## src/art_pkg.sv

```systemverilog
// ----------------------------------------------------------------------------
// art_pkg
// Shared types, constants and helpers of the Art-Net packet parser.
// ----------------------------------------------------------------------------
package art_pkg;

  localparam int MAX_SLOTS    = 512;
  localparam int MAX_DATAGRAM = 1024;

  // byte position counts up to MAX_DATAGRAM inclusive
  localparam int POS_W = $clog2(MAX_DATAGRAM + 1);

  // byte offsets inside the datagram
  localparam int POS_OPCODE_LO  = 8;
  localparam int POS_OPCODE_HI  = 9;
  localparam int POS_VERSION_HI = 10;
  localparam int POS_VERSION_LO = 11;
  localparam int POS_SEQUENCE   = 12;
  localparam int POS_PHYSICAL   = 13;
  localparam int POS_PORT_LO    = 14;
  localparam int POS_PORT_HI    = 15;
  localparam int POS_LENGTH_HI  = 16;
  localparam int POS_LENGTH_LO  = 17;

  // minimum sizes
  localparam int MIN_ANY  = 10;
  localparam int MIN_POLL = 14;
  localparam int MIN_DMX  = 18;
  localparam int MIN_LEN  = 2;

  localparam logic [15:0] OP_POLL    = 16'h2000;
  localparam logic [15:0] OP_DMX     = 16'h5000;
  localparam logic [15:0] PORT_LIMIT = 16'h7FFF;

  localparam logic [15:0] MIN_VER_RESET = 16'd14;

  // result kinds
  localparam logic [2:0] KIND_SLOT      = 3'd0;
  localparam logic [2:0] KIND_DONE      = 3'd1;
  localparam logic [2:0] KIND_POLL      = 3'd2;
  localparam logic [2:0] KIND_MALFORMED = 3'd3;
  localparam logic [2:0] KIND_IGNORED   = 3'd4;

  // configuration register indexes
  localparam logic REG_PORT_ADDRESS = 1'b0;
  localparam logic REG_MIN_VERSION  = 1'b1;

  // output queue
  localparam int OQ_DEPTH = 4;
  localparam int OQ_AW    = $clog2(OQ_DEPTH);
  localparam int OQ_CW    = $clog2(OQ_DEPTH + 1);

  typedef struct packed {
    logic [14:0] port_address;
    logic [15:0] min_version;
  } cfg_t;

  typedef struct packed {
    logic [2:0]  kind;
    logic [8:0]  slot_index;
    logic [7:0]  slot_value;
    logic [7:0]  frame_sequence;
    logic [7:0]  physical_port;
    logic [9:0]  frame_length;
    logic [31:0] malformed_total;
    logic [31:0] frame_total;
    logic        last_of_run;
  } res_t;

  // "Art-Net" followed by a zero byte
  function automatic logic [7:0] id_byte(input logic [2:0] idx);
    logic [7:0] b;
    case (idx)
      3'd0:    b = 8'h41;
      3'd1:    b = 8'h72;
      3'd2:    b = 8'h74;
      3'd3:    b = 8'h2D;
      3'd4:    b = 8'h4E;
      3'd5:    b = 8'h65;
      3'd6:    b = 8'h74;
      default: b = 8'h00;
    endcase
    return b;
  endfunction

endpackage

```

## src/art_cfg.sv

```systemverilog
// ----------------------------------------------------------------------------
// art_cfg
// APB-style configuration registers: port address and minimum version.
// ----------------------------------------------------------------------------
module art_cfg (
  input  logic          clk,
  input  logic          rst_n,
  input  logic          psel,
  input  logic          penable,
  input  logic          pwrite,
  input  logic [2:0]    paddr,
  input  logic [31:0]   pwdata,
  output logic [31:0]   prdata,
  output logic          pready,
  output art_pkg::cfg_t cfg
);

  logic [14:0] port_r;
  logic [15:0] minver_r;
  logic        wr_en;
  logic        reg_sel;

  assign pready  = 1'b1;
  assign wr_en   = psel && penable && pwrite;
  assign reg_sel = paddr[2];

  always_ff @(posedge clk) begin
    if (!rst_n) begin
      port_r   <= '0;
      minver_r <= art_pkg::MIN_VER_RESET;
    end else if (wr_en) begin
      if (reg_sel == art_pkg::REG_PORT_ADDRESS) begin
        port_r <= pwdata[14:0];
      end else begin
        minver_r <= pwdata[15:0];
      end
    end
  end

  always_comb begin
    if (reg_sel == art_pkg::REG_PORT_ADDRESS) begin
      prdata = {17'd0, port_r};
    end else begin
      prdata = {16'd0, minver_r};
    end
  end

  assign cfg.port_address = port_r;
  assign cfg.min_version  = minver_r;

endmodule

```

## src/art_parse.sv

```systemverilog
// ----------------------------------------------------------------------------
// art_parse
// Per-byte header capture, slot streaming and end-of-datagram verdict.
// ----------------------------------------------------------------------------
module art_parse (
  input  logic          clk,
  input  logic          rst_n,
  input  art_pkg::cfg_t cfg,
  input  logic          accept,
  input  logic [7:0]    data_byte,
  input  logic          end_of_datagram,
  output logic [1:0]    push_n,
  output art_pkg::res_t res_a,
  output art_pkg::res_t res_b
);

  localparam int PW = art_pkg::POS_W;
  localparam logic [PW-1:0] POS_MAX   = PW'(art_pkg::MAX_DATAGRAM);
  localparam logic [PW-1:0] POS_SLOT0 = PW'(art_pkg::MIN_DMX);

  logic [PW-1:0] pos_r, pos_nxt;
  logic          id_ok_r, id_ok_nxt;
  logic [15:0]   opcode_r, opcode_nxt;
  logic [15:0]   version_r, version_nxt;
  logic [7:0]    seq_r, seq_nxt;
  logic [7:0]    phys_r, phys_nxt;
  logic [15:0]   port_r, port_nxt;
  logic [15:0]   len_r, len_nxt;
  logic [31:0]   mal_r, mal_nxt;
  logic [31:0]   frm_r, frm_nxt;

  logic          capture;
  logic [PW-1:0] slot;
  logic          hdr_good_cur;
  logic          hdr_good_fin;
  logic          slot_emit;
  logic [PW-1:0] size;
  logic [16:0]   need_size;
  logic [2:0]    kind;
  art_pkg::res_t res_slot;
  art_pkg::res_t res_fin;

  assign capture = pos_r < POS_MAX;
  assign slot    = pos_r - POS_SLOT0;

  // capture header fields
  always_comb begin
    id_ok_nxt   = id_ok_r;
    opcode_nxt  = opcode_r;
    version_nxt = version_r;
    seq_nxt     = seq_r;
    phys_nxt    = phys_r;
    port_nxt    = port_r;
    len_nxt     = len_r;
    if (capture) begin
      if (pos_r < PW'(art_pkg::POS_OPCODE_LO)) begin
        if (data_byte != art_pkg::id_byte(pos_r[2:0])) id_ok_nxt = 1'b0;
      end else if (pos_r == PW'(art_pkg::POS_OPCODE_LO)) begin
        opcode_nxt = {8'd0, data_byte};
      end else if (pos_r == PW'(art_pkg::POS_OPCODE_HI)) begin
        opcode_nxt = {data_byte, opcode_r[7:0]};
      end else if (pos_r == PW'(art_pkg::POS_VERSION_HI)) begin
        version_nxt = {data_byte, 8'd0};
      end else if (pos_r == PW'(art_pkg::POS_VERSION_LO)) begin
        version_nxt = {version_r[15:8], data_byte};
      end else if (pos_r == PW'(art_pkg::POS_SEQUENCE)) begin
        seq_nxt = data_byte;
      end else if (pos_r == PW'(art_pkg::POS_PHYSICAL)) begin
        phys_nxt = data_byte;
      end else if (pos_r == PW'(art_pkg::POS_PORT_LO)) begin
        port_nxt = {8'd0, data_byte};
      end else if (pos_r == PW'(art_pkg::POS_PORT_HI)) begin
        port_nxt = {data_byte, port_r[7:0]};
      end else if (pos_r == PW'(art_pkg::POS_LENGTH_HI)) begin
        len_nxt = {data_byte, 8'd0};
      end else if (pos_r == PW'(art_pkg::POS_LENGTH_LO)) begin
        len_nxt = {len_r[15:8], data_byte};
      end
    end
  end

  assign hdr_good_cur = (version_r >= cfg.min_version) &&
                        (len_r >= 16'(art_pkg::MIN_LEN)) &&
                        (len_r <= 16'(art_pkg::MAX_SLOTS)) && !len_r[0] &&
                        (port_r <= art_pkg::PORT_LIMIT);

  assign hdr_good_fin = (version_nxt >= cfg.min_version) &&
                        (len_nxt >= 16'(art_pkg::MIN_LEN)) &&
                        (len_nxt <= 16'(art_pkg::MAX_SLOTS)) && !len_nxt[0] &&
                        (port_nxt <= art_pkg::PORT_LIMIT);

  assign slot_emit = capture && (pos_r >= POS_SLOT0) && id_ok_r &&
                     (opcode_r == art_pkg::OP_DMX) && hdr_good_cur &&
                     (port_r == {1'b0, cfg.port_address}) &&
                     (16'(slot) < len_r);

  // datagram size as seen at the last byte
  assign size      = capture ? pos_r + PW'(1) : pos_r;
  assign need_size = 17'(art_pkg::MIN_DMX) + {1'b0, len_nxt};

  always_comb begin
    if (size < PW'(art_pkg::MIN_ANY) || !id_ok_nxt) begin
      kind = art_pkg::KIND_MALFORMED;
    end else if (opcode_nxt == art_pkg::OP_POLL) begin
      if (size < PW'(art_pkg::MIN_POLL) || version_nxt < cfg.min_version) begin
        kind = art_pkg::KIND_MALFORMED;
      end else begin
        kind = art_pkg::KIND_POLL;
      end
    end else if (opcode_nxt == art_pkg::OP_DMX) begin
      if (size < PW'(art_pkg::MIN_DMX) || !hdr_good_fin || 17'(size) < need_size) begin
        kind = art_pkg::KIND_MALFORMED;
      end else if (port_nxt != {1'b0, cfg.port_address}) begin
        kind = art_pkg::KIND_IGNORED;
      end else begin
        kind = art_pkg::KIND_DONE;
      end
    end else begin
      kind = art_pkg::KIND_IGNORED;
    end
  end

  assign mal_nxt = (kind == art_pkg::KIND_MALFORMED) ? mal_r + 32'd1 : mal_r;
  assign frm_nxt = (kind == art_pkg::KIND_DONE) ? frm_r + 32'd1 : frm_r;

  always_comb begin
    res_slot.kind            = art_pkg::KIND_SLOT;
    res_slot.slot_index      = slot[8:0];
    res_slot.slot_value      = data_byte;
    res_slot.frame_sequence  = seq_r;
    res_slot.physical_port   = phys_r;
    res_slot.frame_length    = len_r[9:0];
    res_slot.malformed_total = mal_r;
    res_slot.frame_total     = frm_r;
    res_slot.last_of_run     = !end_of_datagram;

    res_fin.kind            = kind;
    res_fin.slot_index      = '0;
    res_fin.slot_value      = '0;
    res_fin.frame_sequence  = (kind == art_pkg::KIND_DONE) ? seq_nxt : 8'd0;
    res_fin.physical_port   = (kind == art_pkg::KIND_DONE) ? phys_nxt : 8'd0;
    res_fin.frame_length    = (kind == art_pkg::KIND_DONE) ? len_nxt[9:0] : 10'd0;
    res_fin.malformed_total = mal_nxt;
    res_fin.frame_total     = frm_nxt;
    res_fin.last_of_run     = 1'b1;
  end

  // slot result goes first when a byte yields both
  always_comb begin
    res_a  = slot_emit ? res_slot : res_fin;
    res_b  = res_fin;
    push_n = '0;
    if (accept) begin
      push_n = {1'b0, slot_emit} + {1'b0, end_of_datagram};
    end
  end

  assign pos_nxt = size;

  always_ff @(posedge clk) begin
    if (!rst_n) begin
      pos_r     <= '0;
      id_ok_r   <= 1'b1;
      opcode_r  <= '0;
      version_r <= '0;
      seq_r     <= '0;
      phys_r    <= '0;
      port_r    <= '0;
      len_r     <= '0;
      mal_r     <= '0;
      frm_r     <= '0;
    end else if (accept) begin
      if (end_of_datagram) begin
        // clear per-datagram state, update counters
        pos_r     <= '0;
        id_ok_r   <= 1'b1;
        opcode_r  <= '0;
        version_r <= '0;
        seq_r     <= '0;
        phys_r    <= '0;
        port_r    <= '0;
        len_r     <= '0;
        mal_r     <= mal_nxt;
        frm_r     <= frm_nxt;
      end else begin
        pos_r     <= pos_nxt;
        id_ok_r   <= id_ok_nxt;
        opcode_r  <= opcode_nxt;
        version_r <= version_nxt;
        seq_r     <= seq_nxt;
        phys_r    <= phys_nxt;
        port_r    <= port_nxt;
        len_r     <= len_nxt;
      end
    end
  end

`ifndef ASSERT_OFF
  a_pos_bound: assert property (@(posedge clk) disable iff (!rst_n)
    pos_r <= POS_MAX)
    else $error("byte position beyond datagram limit");

  a_end_clears: assert property (@(posedge clk) disable iff (!rst_n)
    accept && end_of_datagram |=> pos_r == '0 && id_ok_r)
    else $error("datagram state not cleared after last byte");

  a_slot_needs_header: assert property (@(posedge clk) disable iff (!rst_n)
    slot_emit |-> pos_r >= POS_SLOT0 && len_r <= 16'(art_pkg::MAX_SLOTS))
    else $error("slot streamed without a good header");
`endif

endmodule

```

## src/art_outq.sv

```systemverilog
// ----------------------------------------------------------------------------
// art_outq
// Small queue: takes up to two results a cycle, hands one out on out_ready.
// ----------------------------------------------------------------------------
module art_outq (
  input  logic          clk,
  input  logic          rst_n,
  input  logic [1:0]    push_n,
  input  art_pkg::res_t push_a,
  input  art_pkg::res_t push_b,
  output logic          room,
  output logic          out_valid,
  input  logic          out_ready,
  output art_pkg::res_t head
);

  localparam int AW = art_pkg::OQ_AW;
  localparam int CW = art_pkg::OQ_CW;

  art_pkg::res_t mem [art_pkg::OQ_DEPTH];

  logic [AW-1:0] wr_r, rd_r;
  logic [CW-1:0] cnt_r, cnt_nxt;
  logic          pop;

  assign out_valid = cnt_r != '0;
  assign pop       = out_valid && out_ready;
  assign head      = mem[rd_r];
  // room for two results regardless of the pop
  assign room      = cnt_r <= CW'(art_pkg::OQ_DEPTH - 2);
  assign cnt_nxt   = cnt_r + CW'(push_n) - CW'(pop);

  always_ff @(posedge clk) begin
    if (push_n != 2'd0) begin
      mem[wr_r] <= push_a;
    end
    if (push_n == 2'd2) begin
      mem[wr_r + AW'(1)] <= push_b;
    end
  end

  always_ff @(posedge clk) begin
    if (!rst_n) begin
      wr_r  <= '0;
      rd_r  <= '0;
      cnt_r <= '0;
    end else begin
      wr_r  <= wr_r + AW'(push_n);
      rd_r  <= rd_r + AW'(pop);
      cnt_r <= cnt_nxt;
    end
  end

`ifndef ASSERT_OFF
  a_cnt_bound: assert property (@(posedge clk) disable iff (!rst_n)
    cnt_r <= CW'(art_pkg::OQ_DEPTH))
    else $error("result queue overflow");

  a_push_room: assert property (@(posedge clk) disable iff (!rst_n)
    push_n == 2'd2 |-> cnt_r <= CW'(art_pkg::OQ_DEPTH - 2))
    else $error("double push without room");

  a_cnt_track: assert property (@(posedge clk) disable iff (!rst_n)
    push_n == 2'd0 && !pop |=> $stable(cnt_r))
    else $error("queue count moved without traffic");
`endif

endmodule

```

## src/artnet_packet_parser.sv

```systemverilog
// ----------------------------------------------------------------------------
// artnet_packet_parser
// Art-Net ArtDmx/ArtPoll receive parser, one payload byte per word.
// ----------------------------------------------------------------------------
// Throughput: one byte per cycle while in_ready is high; a byte that carries a
//   slot and ends the datagram yields two results, which drain one per cycle
//   from a 4-entry queue while out_ready is high.
// Reset: synchronous rst_n clears parser state, counters and the result queue
//   and returns the registers to port address 0 and minimum version 14.
// ----------------------------------------------------------------------------
module artnet_packet_parser (
  input  logic        clk,
  input  logic        rst_n,
  // byte input
  input  logic        in_valid,
  output logic        in_ready,
  input  logic [7:0]  in_data_byte,
  input  logic        in_end_of_datagram,
  // results
  output logic        out_valid,
  input  logic        out_ready,
  output logic [2:0]  out_kind,
  output logic [8:0]  out_slot_index,
  output logic [7:0]  out_slot_value,
  output logic [7:0]  out_frame_sequence,
  output logic [7:0]  out_physical_port,
  output logic [9:0]  out_frame_length,
  output logic [31:0] out_malformed_total,
  output logic [31:0] out_frame_total,
  output logic        out_last_of_run,
  // configuration
  input  logic        psel,
  input  logic        penable,
  input  logic        pwrite,
  input  logic [2:0]  paddr,
  input  logic [31:0] pwdata,
  output logic [31:0] prdata,
  output logic        pready
);

  art_pkg::cfg_t cfg;
  art_pkg::res_t res_a, res_b, head;
  logic [1:0]    push_n;
  logic          accept;
  logic          room;

  assign in_ready = room;
  assign accept   = in_valid && in_ready;

  art_cfg u_cfg (
    .clk     (clk),
    .rst_n   (rst_n),
    .psel    (psel),
    .penable (penable),
    .pwrite  (pwrite),
    .paddr   (paddr),
    .pwdata  (pwdata),
    .prdata  (prdata),
    .pready  (pready),
    .cfg     (cfg)
  );

  art_parse u_parse (
    .clk             (clk),
    .rst_n           (rst_n),
    .cfg             (cfg),
    .accept          (accept),
    .data_byte       (in_data_byte),
    .end_of_datagram (in_end_of_datagram),
    .push_n          (push_n),
    .res_a           (res_a),
    .res_b           (res_b)
  );

  art_outq u_outq (
    .clk       (clk),
    .rst_n     (rst_n),
    .push_n    (push_n),
    .push_a    (res_a),
    .push_b    (res_b),
    .room      (room),
    .out_valid (out_valid),
    .out_ready (out_ready),
    .head      (head)
  );

  assign out_kind            = head.kind;
  assign out_slot_index      = head.slot_index;
  assign out_slot_value      = head.slot_value;
  assign out_frame_sequence  = head.frame_sequence;
  assign out_physical_port   = head.physical_port;
  assign out_frame_length    = head.frame_length;
  assign out_malformed_total = head.malformed_total;
  assign out_frame_total     = head.frame_total;
  assign out_last_of_run     = head.last_of_run;

endmodule

```

## config.mk

```make
export PLATFORM = sky130hd
export DESIGN_NAME = artnet_packet_parser
export DESIGN_NICKNAME = d
export VERILOG_FILES = /design/src/art_pkg.sv /design/src/art_cfg.sv /design/src/art_parse.sv /design/src/art_outq.sv /design/src/artnet_packet_parser.sv
export SDC_FILE = /design/constraint.sdc
export NUM_CORES = 1
export LEC_CHECK = 0
export ABC_CLOCK_PERIOD_IN_PS = 37600
export BUFFER_PORTS_ARGS = -buffer_cell sky130_fd_sc_hd__buf_2
export CAP_MARGIN = 15
export CORE_MARGIN = 2
export CORE_UTILIZATION = 35
export DETAILED_ROUTE_END_ITERATION = 12
export PLACE_DENSITY_LB_ADDON = 0.25
export REMOVE_ABC_BUFFERS = 1
export SYNTH_ARGS = -nofsm -noshare
export SYNTH_HDL_FRONTEND = slang
export SYNTH_HIERARCHICAL = 1
export SYNTH_SLANG_ARGS = --single-unit
```

## constraint.sdc

```tcl
create_clock -name clk -period 37.6 [get_ports clk]
set_input_delay 3.76 -clock clk [delete_from_list [all_inputs] [get_ports clk]]
set_output_delay 3.76 -clock clk [all_outputs]
set_load 0.005 [all_outputs]
```

# --- Word-level counts from Yosys, hierarchy flattened ---
# Memories as Yosys holds them, arrays and structs flattened. A register that Yosys moved wholly into a read port is not among the register bits.
# Cells that the tools add are included.
totals:
  regBits: 194
  mem_count: 1
  out_inout_bits: 146
  inputBits: 51
  wordCells: 186
  ram_bits: 444
op_classes:
  reduce_logical: 34
  order_cmp: 18
  n_addsub: 11
  n_eq_ne: 25
  n_mux: 81
  bitwise: 1
mem_list:
  columns: ["memory", "words", "word_bits", "read_ports", "rd_clocked_by_memory_dff", "wr", "line_no", "text"]
  rows:
  - ["u_outq.mem", 4, 111, 1, 1, 2, "art_outq.sv:20", "art_pkg::res_t mem [art_pkg::OQ_DEPTH];"]
op_table:
  columns: ["operator", "n"]
  rows:
  - ["$mux 16", 35]
  - ["$mux 8", 23]
  - ["$mux 111", 1]
  - ["$eq 11x4->1 const B", 8]
  - ["$add 32x1->32 const B", 2]
  - ["$mux 32", 2]
  - ["$pmux 7 s6", 1]
  - ["$lt 11x4->1 const B", 3]
  - ["$eq 16x15->1 const B", 2]
  - ["$ge 16x16->1", 2]
  - ["$ge 16x2->1 const B", 2]
  - ["$le 16x10->1 const B", 2]
  - ["$le 16x15->1 const B", 2]
  - ["$eq 11x5->1 const B", 2]
  - ["$mux 11", 2]
  - ["$logic_and 1x1->1", 18]
  - ["$add 5x16->17 const A", 1]
  - ["$lt 11x17->1", 1]
  - ["$eq 16x14->1 const B", 1]
  - ["$eq 16x15->1", 1]
  - ["$lt 11x16->1", 1]
  - ["$lt 16x16->1", 1]
  - ["$ne 16x15->1", 1]
  - ["$mux 3", 5]
  - ["other kinds (28)", 51]

# --- Logic depth before layout (Yosys ltp) ---
# Gate-level depths: netlist of the first run.
logic_depth:
  ltp_word: 28
  depth_mapped: 25
  depth_no_buf: 21

# --- Modules after synthesis ---
# The synthesis of the first run kept the hierarchy.
by_module_without_submodules:
  columns: ["mod", "instances", "area_each_um2", "cells_per_inst"]
  rows:
  - ["art_outq", 1, 21783.4, 1118]
  - ["art_parse", 1, 13332.8, 1784]
  - ["art_cfg", 1, 1571.5, 162]
  - ["artnet_packet_parser", 1, 6.3, 1]

# --- Worst setup path before layout of the first run ---
# No wires, ideal clock.
synth_timing:
  path_type: "input port to flip-flop"
  startpoint: "in in_valid"
  endpoint: "mem u_outq/mem[0][0] in the netlist's numbering, enable pin"
  cell_stages: 6
  arrival_ns: 12.626
  setup_ns: 0.734
  setup_slack_ns: 24.240
  required_ns: 36.866
  path_buffers: 2
  path_cell_list: "and2_1 > clkbuf_1 > clkbuf_1 > and2_1 > o21bai_1 > o21ai_0"
synth_lines:
  columns: ["item", "line_no", "text"]
  rows:
  - ["start, declared", "artnet_packet_parser.sv:15", "input logic in_valid,"]
  - ["end, declared", "art_outq.sv:20", null]

==> impl_results.md, run 1 <==
* Status: completed
* Vias in the first global route at roughly 25000
* RD Place Congestion at around 0.84
* Root Driver: clkbuf_16
* Worst hold slack at 0.472 ns
* HPWL Detailed at 60700 µm
* RSZ-0062 raised after global routing: no
* Number of synthesized flops with an enable pin at 444
* PnR worst setup slack at a little under 30 ns
* Worst-path maximum fanout at 90
* Bufs on Longest Clock Path at 3
* Worst skew pair latency at 0.62 ns
* Setup_tns at 0 ns
* Sw Share at 26.4%
* Layout cells sized above 1 at 22.3%
* Vias per inst at 5.42
* CP required at 37.97 ns
* Fillers at 9978
* GRT met3 Usage at about 2.9%
* Internal at ~0.0013 W
* Crit-path max cell delay at 0.70 ns
* Most frequent CP cell: buf_4
* CORE AREA at 104000 µm²
* First-pass GRT wire length at 153000 µm
* Hold-fix buffers at CTS at 0
* Peak Freq at 0.115 GHz
* Tot Pwr at ~0.0018 W
* Synth area leader: edfxtp_1
* Gr ovfl total at 0
* TritonCTS Buffers at 76
* Pin count of the biggest net entering global routing at ~110
* Number of I/O port buffers at approximately 160
* Post-layout min period at a little under 9 ns
* Clk pwr share at around two fifths
* Final period utilization at 23.1%
* Met1 usage at 25.9%
* Crit-path cells: buf_2 -> buf_4 -> a22o_1 -> inv_1 -> or3_1 -> a21bo_2 -> xnor2_1 -> ha_1 -> o211ai_1 -> a21oi_1 -> o221ai_1 -> a221oi_1 -> o2111ai_1 -> nand3_2 -> buf_4 -> nor2_1 -> mux2_2 -> mux2_1
* Multi-input gate area at 18000 µm²
* Slowest-stage cell, CP: buf_4
* Max Cap Viol at 0
* Initial DRT Pass Iterations at 5
* YS warnings at 6
* Worst rel slew slack at 12.1%
* Mapped Area at 36700 µm²
* CP endpoint kind: flip-flop
* Via count at 24646
* Layout area overhead at 11.1%
* Clock sink count at 638
* Worst-path clk slew at 0.06 ns
* Power Dens Cells at 43.5 nW/µm²
* Leak at 15.5 nW
* Worst slew pin tran at 1.32 ns
* Final hold vios at 0
* Top Ports at 197
* Hold Path Class: reg2reg
* Synth Register Bits at 638
* Post-route ant nets at 0
* Syn Area/Cell at 12.0 µm²
* Grt met2 use at 30.1%
* Ys flop type: edfxtp_1
* Most common cell in the netlist: edfxtp_1
* Register Area at 17200 µm²
* GRT Total Usage at 18.5%
* Worst slack, placed at 28.39 ns
* Htree depth at 3
* Synth area leaders: edfxtp_1 (36%), dfxtp_1 (11%), mux2_2 (7.6%)
* Combinational power share at 15.2%
* CTS tree: built
* Die width at 328 µm
* Syn Inst Count at 3065
* Post-CTS sizing at 0
* # DRC at 0
* NetSw at 0.000468 W
* Setup violators final at 0
* Distinct cells, synth at 93
* Register share of total power at between 40% and 50%
* Post-synth top area share at 36.3%
* Initial DRC Count at between 1500 and 2000
* Wire length per cell at 22.2 µm
* Drt total wl at 101000 µm
* Fraction of registers with async set/reset at 0%
* Initial Utilization at 35.4%
* Setup Buffers After CTS at 0
* Clock Skew at about 0.022 ns
* Die footprint at 107000 µm²
* Synth top cells by count: edfxtp_1 (444), mux2_2 (247), nor2_1 (247)
* Row cnt at about 120
* Max IR drop VDD at approximately 0.028 mV
* Seq/Total Area, Yosys at 46.9%
* Crit path kind: in2reg
* Nets at approximately 3200
* Critical Path AT at between 9 and 10 ns
* Max Slew Vio Count at 0
* Initial antenna violation count at 3
* Kind of start point of the critical path: primary input
* Die H at 328 µm
* Gr busiest metal: met2
-- state kept, by name, indices dropped and copies added (netlist names) --
signal and cells:
u_outq/mem 444, u_parse/frm_r 32, u_parse/mal_r 32, u_cfg/minver_r 16, u_parse/len_r 16, u_parse/opcode_r 16, u_parse/port_r 16, u_parse/version_r 16
u_cfg/port_r 15, u_parse/pos_r 11, u_parse/phys_r 8, u_parse/seq_r 8, u_outq/cnt_r 3, u_outq/rd_r 2, u_outq/wr_r 2, u_parse/id_ok_r 1
-- routing by layer --
metal / vias to the layer above / part of all wire (%)
met2: 611 / 46
met3: 131 / 4.6
met5: - / 0
met4: 0 / 2.2
met1: 12267 / 47
li1: 11637 / -
-- layout make-up --
class | instances | area share, %
clock buffer | 112 | 5.35
multi-input combinational | 2117 | 44.1
clock inverter | 28 | 0.546
inverter | 69 | 0.641
timing repair buffer | 202 | 2.86
antenna | 3 | 0.0184
sequential | 638 | 42.2
tap | 1380 | 4.23
-- kinds of logic after synthesis --
kind of cell,Yosys count,share of synthesized area [%]
mux,636,22.7
other cells,4,0.0409
flops,638,46.9
fa+ha+maj,70,2.41
simple gates,796,11.0
compound gates,405,8.04
xor+xnor,173,4.20
buf+inv,343,4.64
-- through the flow --
step | util (%) | instances | area, µm²
after global routing | 39.3 | 4546 | 40800
final | 39.3 | 4549 | 40800
after CTS | 39.3 | 4546 | 40800
after global placement | 37.0 | 4406 | 38400
after floorplan | - | 2824 | 35400
after detailed placement | 37.0 | 4406 | 38400
-- final timing paths --
| path | start | endpoint | slack (ns) | cells after the start |
|---|---|---|---|---|
| worst max-delay path | in_data_byte[1] | u_outq/mem[1][34] | 28.92 | 18 |
| worst min-delay path | u_cfg/minver_r[9] | u_cfg/minver_r[9] | 0.47 | 2 |
| worst max register to register | u_parse/pos_r[1] | u_outq/mem[1][34] | 30.24 | 21 |
| worst min register to register | u_cfg/minver_r[9] | u_cfg/minver_r[9] | 0.47 | 2 |
-- critical path, delay by kind of cell --
family          cells  cell delay [ns]
xor+xnor            1             0.14
compound gates      7             2.02
mux                 2             0.63
fa+ha+maj           1             0.33
buf+inv             4             1.27
simple gates        3             0.81
-- power by group through the flow --
stage          sequential, W  clock (W)  combinational [W]
2_1_floorplan       0.000821          0           0.000147
3_3_place_gp        0.000803          0           0.000278
3_5_place_dp        0.000804          0           0.000278
4_1_cts             0.000789   0.000735           0.000279
5_1_grt             0.000791   0.000761           0.000292
6_report            0.000788   0.000716           0.000269
-- placed cells by master (no fill, tap or decap), types with 67 or more instances in the layout --
cell type  synthesis  layout
a21oi_1           78      78
xor2_1           119     119
mux2_1           225     225
ha_1              69      69
clkbuf_16          0      78
buf_2             38     160
mux4_2           111     111
dfxtp_1          194     192
edfxtp_1         444     444
a22oi_1           86      86
mux2_2           247     247
nor2_1           247     245
inv_1             68      67
nand2_1          166     165
(Power assumes the default switching activity.)
==> inputs of run 2 (changes only) <==
--- a/config.mk
+++ b/config.mk
@@ -5,7 +5,7 @@
 export SDC_FILE = /design/constraint.sdc
 export NUM_CORES = 1
 export LEC_CHECK = 0
-export ABC_CLOCK_PERIOD_IN_PS = 37600
+export ABC_CLOCK_PERIOD_IN_PS = 7600
 export BUFFER_PORTS_ARGS = -buffer_cell sky130_fd_sc_hd__buf_2
 export CAP_MARGIN = 15
 export CORE_MARGIN = 2
==> constraint.sdc (replaced) <==
create_clock -name clk -period 7.6 [get_ports clk]
set_input_delay 0.76 -clock clk [delete_from_list [all_inputs] [get_ports clk]]
set_output_delay 0.76 -clock clk [all_outputs]
set_load 0.005 [all_outputs]
==> impl_results.md, run 2 (same netlist as run 1, synthesis figures left out) <==
* Status: completed (unchanged)
* Drt total wl at 102000 µm (was 101000 µm)
* Number of I/O port buffers at 161 (unchanged)
* Grt met2 use at 30.5% (was 30.1%)
* Max Cap Viol at 0 (unchanged)
* Clock Skew at 0.0271 ns (was 0.0222 ns)
* Power Dens Cells at 221 nW/µm² (was 43.5 nW/µm²)
* Wire length per cell at 22.3 µm (was 22.2 µm)
* CP endpoint kind: flip-flop (unchanged)
* CORE AREA at 104000 µm² (unchanged)
* RD Place Congestion at 0.845 (was 0.836)
* Final period utilization at 92.7%
* Pin count of the biggest net entering global routing at 112 (was 113)
* Reg with most FFs: u_outq/mem (unchanged)
* Gr busiest metal: met2 (unchanged)
* Hold Path Class: in2reg (was reg2reg)
* Worst slew pin tran at 1.19 ns (was 1.32 ns)
* Worst-path clk slew at 0.06 ns (about the same)
* Worst hold slack at 0.356 ns (was 0.472 ns)
* Via count at 24877 (was 24646)
* Largest registers: u_outq/mem: 444 flops, u_parse/frm_r: 32 flops, u_parse/mal_r: 32 flops (unchanged)
* Row cnt at 118 (unchanged)
* Post-CTS sizing at 0 (unchanged)
* Kind of start point of the critical path: flip-flop (was primary input)
* Layout cells sized above 1 at 23.4% (was 22.3%)
* GRT met3 Usage at 2.89% (was 2.86%)
* HPWL Detailed at 64200 µm (was 60700 µm)
* Fillers at 9879 (was 9978)
* Initial DRC Count at 2012 (was 1743)
* Vias per inst at 5.44 (was 5.42)
* Post-layout min period at between 7 and 8 ns
* Tot Pwr at 0.00918 W (was 0.00177 W)
* First-pass GRT wire length at 155000 µm (was 153000 µm)
* Commonest non-fill, non-tap cell in the layout: edfxtp_1 (unchanged)
* Worst-path maximum fanout at 26 (was 90)
* Worst skew pair latency at 0.65 ns (was 0.62 ns)
* Setup_tns at 0 ns (unchanged)
* Root Driver: clkbuf_16 (unchanged)
* TritonCTS Buffers at 76 (unchanged)
* GRT Total Usage at 18.7% (was 18.5%)
* Initial antenna violation count at 4 (was 3)
* Bufs on Longest Clock Path at 3 (unchanged)
* Hold-fix buffers at CTS at 0 (unchanged)
* Max Slew Vio Count at 0 (unchanged)
* Setup Buffers After CTS at 0 (unchanged)
* RSZ-0062 raised after global routing: no (unchanged)
* Met1 usage at 26.0% (was 25.9%)
* Initial DRT Pass Iterations at 5 (unchanged)
* Htree depth at 3 (unchanged)
* Die width at 328 µm (unchanged)
* Crit path kind: reg2reg (was in2reg)
* Nets at 3253 (was 3225)
* Setup violators final at 0 (unchanged)
* Final hold vios at 0 (unchanged)
* Final Util at 39.9% (was 39.3%)
* # DRC at 0 (unchanged)
* Die footprint at 107000 µm² (unchanged)
* Clock sink count at 638 (unchanged)
* CP required at 7.97 ns (was 37.97 ns)
* Initial Utilization at 35.4% (unchanged)
* Peak Freq at 0.142 GHz
* Post-route ant nets at 0 (unchanged)
* Max IR drop VDD at 0.177 mV (was 0.0276 mV)
* Gr ovfl total at 0 (unchanged)
* Critical Path AT at 7.42 ns (was 9.05 ns)
* Worst rel slew slack at 20.9% (was 12.1%)
* CTS tree: built (unchanged)
* Layout area overhead at 12.9% (was 11.1%)
* Vias in the first global route at 24903 (was 24639)
* Largest register FFs at 444 (unchanged)
* Leak at 15.8 nW (was 15.5 nW)
* Commonest cells after routing, fill and taps aside: edfxtp_1 (444), mux2_2 (247), nor2_1 (245) (unchanged)
* Top Ports at 197 (unchanged)
* Die H at 328 µm (unchanged)
run 2: layout make-up:
cell class	instances	area, µm²	share of cell area (%)
antenna	1	2.50	0.00604
sequential	638	17200	41.6
inverter	69	262	0.631
clock buffer	111	2190	5.29
multi-input combinational	2117	18000	43.4
tap	1380	1730	4.17
timing repair buffer	230	1530	3.68
clock inverter	28	520	1.26
run 2: path summary, 6_finish.rpt:
path,startpoint,end,slack [ns],depth (start not counted)
worst min-delay path,pwdata[15],u_cfg/minver_r[15],0.36,3
worst max register to register,u_parse/pos_r[1],u_outq/mem[0][39],0.56,20
worst max-delay path,u_parse/pos_r[1],u_outq/mem[0][39],0.56,20
worst min register to register,u_cfg/minver_r[9],u_cfg/minver_r[9],0.47,2
run 2: critical path, cell delays in order, from the launching register on:
cell       delay [ns]
dfxtp_1          0.56
inv_1            0.20
ha_1             0.36
nor2b_1          0.48
and4_1           0.46
a22o_1           0.30
inv_1            0.16
or3_1            0.47
a21bo_2          0.26
xnor2_1          0.14
ha_1             0.32
o211ai_1         0.09
a21oi_1          0.13
o221ai_1         0.14
a221oi_1         0.56
o2111ai_1        0.54
nand3_2          0.59
buf_4            0.36
nor3_1           0.11
xnor2_1          0.19
mux2_1           0.33
run 2: routing by layer:
| layer | up-vias | part of all wire [%] |
|---|---|---|
| met3 | 134 | 4.7 |
| met5 | - | 0.011 |
| met2 | 589 | 47 |
| met1 | 12458 | 46 |
| met4 | 2 | 2.1 |
| li1 | 11694 | - |
run 2: where the power goes:
group          total [W]  leakage (nW)  internal [W]  switching [W]
Clock            0.00394          1.32       0.00237        0.00157
Combinational    0.00133          8.53      0.000591       0.000738
Sequential       0.00391          5.98       0.00381      0.0000978
run 2: per-stage QoR:
stage	worst slack, ns	cells	cell area (µm²)
6_report	0.557	4574	41400
5_1_grt	0.164	4573	41400
4_1_cts	0.690	4573	41400
3_5_place_dp	0.726	4434	38700
3_3_place_gp	0.767	4434	38700
2_1_floorplan	-11.34	2824	35400
==> inputs of run 3 (changes only) <==
==> constraint.sdc (replaced) <==
create_clock -name clk -period 7.6 [get_ports clk]
set_input_delay 1.9 -clock clk [delete_from_list [all_inputs] [get_ports clk]]
set_output_delay 1.9 -clock clk [all_outputs]
set_load 0.005 [all_outputs]
==> impl_results.md, run 3 (same netlist as run 1, synthesis figures left out) <==
* CORE AREA at 104000 µm² (unchanged)
* Initial antenna violation count at 10 (was 4)
* CP required at 7.97 ns (about the same)
* Row cnt at 118 (unchanged)
* Hold-fix buffers at CTS at 0 (unchanged)
* Worst-path clk slew at 0.05 ns (was 0.06 ns)
* Root Driver: clkbuf_16 (unchanged)
* RD Place Congestion at 0.863 (was 0.845)
* RR Endpoint: u_outq/mem[2][40] (was u_outq/mem[0][39])
* Fillers at 9892 (was 9879)
* Slowest-stage cell, CP: nor4b_1 (was nand3_2)
* Peak Freq at 0.151 GHz (was 0.142 GHz)
* Kind of start point of the critical path: flip-flop (unchanged)
* Number of I/O port buffers at 161 (unchanged)
* # DRC at 0 (unchanged)
* Hold Path Sink: u_cfg/minver_r[14] (was u_cfg/minver_r[15])
* TritonCTS Buffers at 75 (was 76)
* Die width at 328 µm (unchanged)
* Initial Utilization at 35.4% (unchanged)
* Pin count of the biggest net entering global routing at 112 (unchanged)
* Vias in the first global route at 24822 (was 24903)
* Post-layout min period at 6.61 ns (was 7.04 ns)
* Largest register FFs at 444 (unchanged)
* Drt total wl at 101000 µm (was 102000 µm)
* Hold Path Class: reg2reg (was in2reg)
* Final Instance Area at 41100 µm² (was 41400 µm²)
* Crit-path cells: or4_1 -> or3_4 -> nor4b_1 -> a22o_1 -> ha_1 -> a21oi_1 -> o21ai_0 -> a221o_1 -> a31oi_1 -> nand2_1 -> o2111ai_1 -> nand3_2 -> buf_12 -> nor4_1 -> xor2_1 -> mux2_1 (was inv_1 -> ha_1 -> nor2b_1 -> and4_1 -> a22o_1 -> inv_1 -> or3_1 -> a21bo_2 -> xnor2_1 -> ha_1 -> o211ai_1 -> a21oi_1 -> o221ai_1 -> a221oi_1 -> o2111ai_1 -> nand3_2 -> buf_4 -> nor3_1 -> xnor2_1 -> mux2_1)
* Commonest cells after routing, fill and taps aside: edfxtp_1 (444), mux2_2 (247), nor2_1 (245) (unchanged)
* Vias per inst at 5.46 (was 5.44)
* Post-CTS sizing at 0 (unchanged)
* Die H at 328 µm (unchanged)
* First-pass GRT wire length at 153000 µm (was 155000 µm)
* Top Ports at 197 (unchanged)
* Multi-input gate area at 18000 µm² (unchanged)
* R2r startpoint: u_parse/pos_r[6] (was u_parse/pos_r[1])
* Status: completed (unchanged)
* Crit-path max cell delay at 0.88 ns (was 0.59 ns)
* Commonest non-fill, non-tap cell in the layout: edfxtp_1 (unchanged)
* Post-route ant nets at 0 (unchanged)
* Htree depth at 3 (unchanged)
* Power Dens Cells at 215 nW/µm² (was 221 nW/µm²)
* Final Non-Filler Cells at 4567 (was 4574)
* Bufs on Longest Clock Path at 3 (unchanged)
* Worst rel slew slack at 27.4% (was 20.9%)
* Tot Pwr at 0.00885 W (was 0.00918 W)
* GRT Total Usage at 18.5% (was 18.7%)
* Reg with most FFs: u_outq/mem (unchanged)
* DP Area at 38600 µm² (was 38700 µm²)
* Max Slew Vio Count at 0 (unchanged)
* Clock Skew at 0.0300 ns (was 0.0271 ns)
* Register Area at 17200 µm² (unchanged)
* Setup Buffers After CTS at 0 (unchanged)
* Nets at 3244 (was 3253)
* Initial DRC Count at 1761 (was 2012)
* Final period utilization at 87.0% (was 92.7%)
* Placed insts at 4425 (was 4434)
* HPWL Detailed at 62100 µm (was 64200 µm)
* Max Cap Viol at 0 (unchanged)
* Leak at 15.7 nW (was 15.8 nW)
* Gr ovfl total at 0 (unchanged)
* Largest registers: u_outq/mem: 444 flops, u_parse/frm_r: 32 flops, u_parse/mal_r: 32 flops (unchanged)
* Wire length per cell at 22.2 µm (was 22.3 µm)
* Initial DRT Pass Iterations at 5 (unchanged)
* HP Start: u_cfg/minver_r[14] (was pwdata[15])
* Die footprint at 107000 µm² (unchanged)
* Max IR drop VDD at 0.187 mV (was 0.177 mV)
* Worst reg2reg path depth at 16 (was 20)
* Final hold vios at 0 (unchanged)
* Critical Path AT at 6.98 ns (was 7.42 ns)
* Setup violators final at 0 (unchanged)
* Layout cells sized above 1 at 22.9% (was 23.4%)
* Clock sink count at 638 (unchanged)
* CTS tree: built (unchanged)
* Worst slew pin tran at 1.08 ns (was 1.19 ns)
* Worst-path maximum fanout at 48 (was 26)
* Layout area overhead at 12.1% (was 12.9%)
* CP endpoint kind: flip-flop (unchanged)
* Reg2reg setup slack at 0.99 ns (was 0.56 ns)
* Crit path kind: reg2reg (unchanged)
* Worst skew pair latency at 0.63 ns (was 0.65 ns)
* Via count at 24932 (was 24877)
* WHS Path Cells at 2 (was 3)
* RSZ-0062 raised after global routing: no (unchanged)
[run 3: worst max-delay path by stage]
| stage | start | end | slack [ns] | depth (start not counted) |
|---|---|---|---|---|
| final | u_parse/pos_r[6] | u_outq/mem[2][40] | 0.99 | 16 |
| after global routing | u_parse/pos_r[6] | u_outq/mem[2][40] | 0.62 | 16 |
| after CTS | u_parse/pos_r[4] | u_outq/mem[1][40] | 0.97 | 17 |
| after global placement | in_data_byte[1] | u_outq/mem[3][86] | 0.80 | 17 |
| after floorplan | u_parse/pos_r[2] | u_outq/mem[0][0] | -11.34 | 16 |
| after detailed placement | in_data_byte[1] | u_outq/mem[3][86] | 0.73 | 17 |
[run 3: power breakdown]
group / internal, W / total, W / switching, W / leakage (nW)
Sequential: 0.00381 / 0.00388 / 0.0000716 / 5.98
Combinational: 0.000589 / 0.00135 / 0.000761 / 8.48
Clock: 0.00213 / 0.00362 / 0.00149 / 1.20
Total: 0.00653 / 0.00885 / 0.00232 / 15.7
[run 3: routing by layer]
metal | track usage [%] | vias up | wire length [µm]
li1 | - | 11690 | -
met1 | 25.3 | 12454 | 45700
met2 | 30.4 | 643 | 47700
met3 | 3.04 | 141 | 5450
met4 | 4.85 | 4 | 2390
met5 | 0 | - | 25
[run 3: critical path: cells and delay by family (launching register included)]
| family | cells | cell delay, ns |
|---|---|---|
| AO/OA/AOI/OAI | 6 | 1.58 |
| XOR/XNOR | 1 | 0.19 |
| adder cells (fa/ha/maj) | 1 | 0.25 |
| buffers and inverters | 1 | 0.33 |
| flip-flops | 1 | 0.47 |
| multiplexers | 1 | 0.31 |
| AND/OR/NAND/NOR | 6 | 3.20 |
[run 3: final cells by class]
class	instances	area share, %
Multi-Input combinational cell	2117	43.7
Sequential cell	638	41.9
Clock buffer	112	5.31
Tap cell	1380	4.20
Timing Repair Buffer	222	3.54
Clock inverter	28	0.685
Inverter	69	0.636
Antenna cell	1	0.00609
[run 3: metrics by stage]
stage          util (%)  hold slack (ns)  TNS [ns]  worst slack (ns)
2_1_floorplan         -            0.443  -4036.12            -11.34
3_5_place_dp       37.2            0.463         0             0.732
6_report           39.6            0.471         0             0.985
4_1_cts            39.6            0.471         0             0.970
3_3_place_gp       37.2            0.454         0             0.795
5_1_grt            39.6            0.493         0             0.623
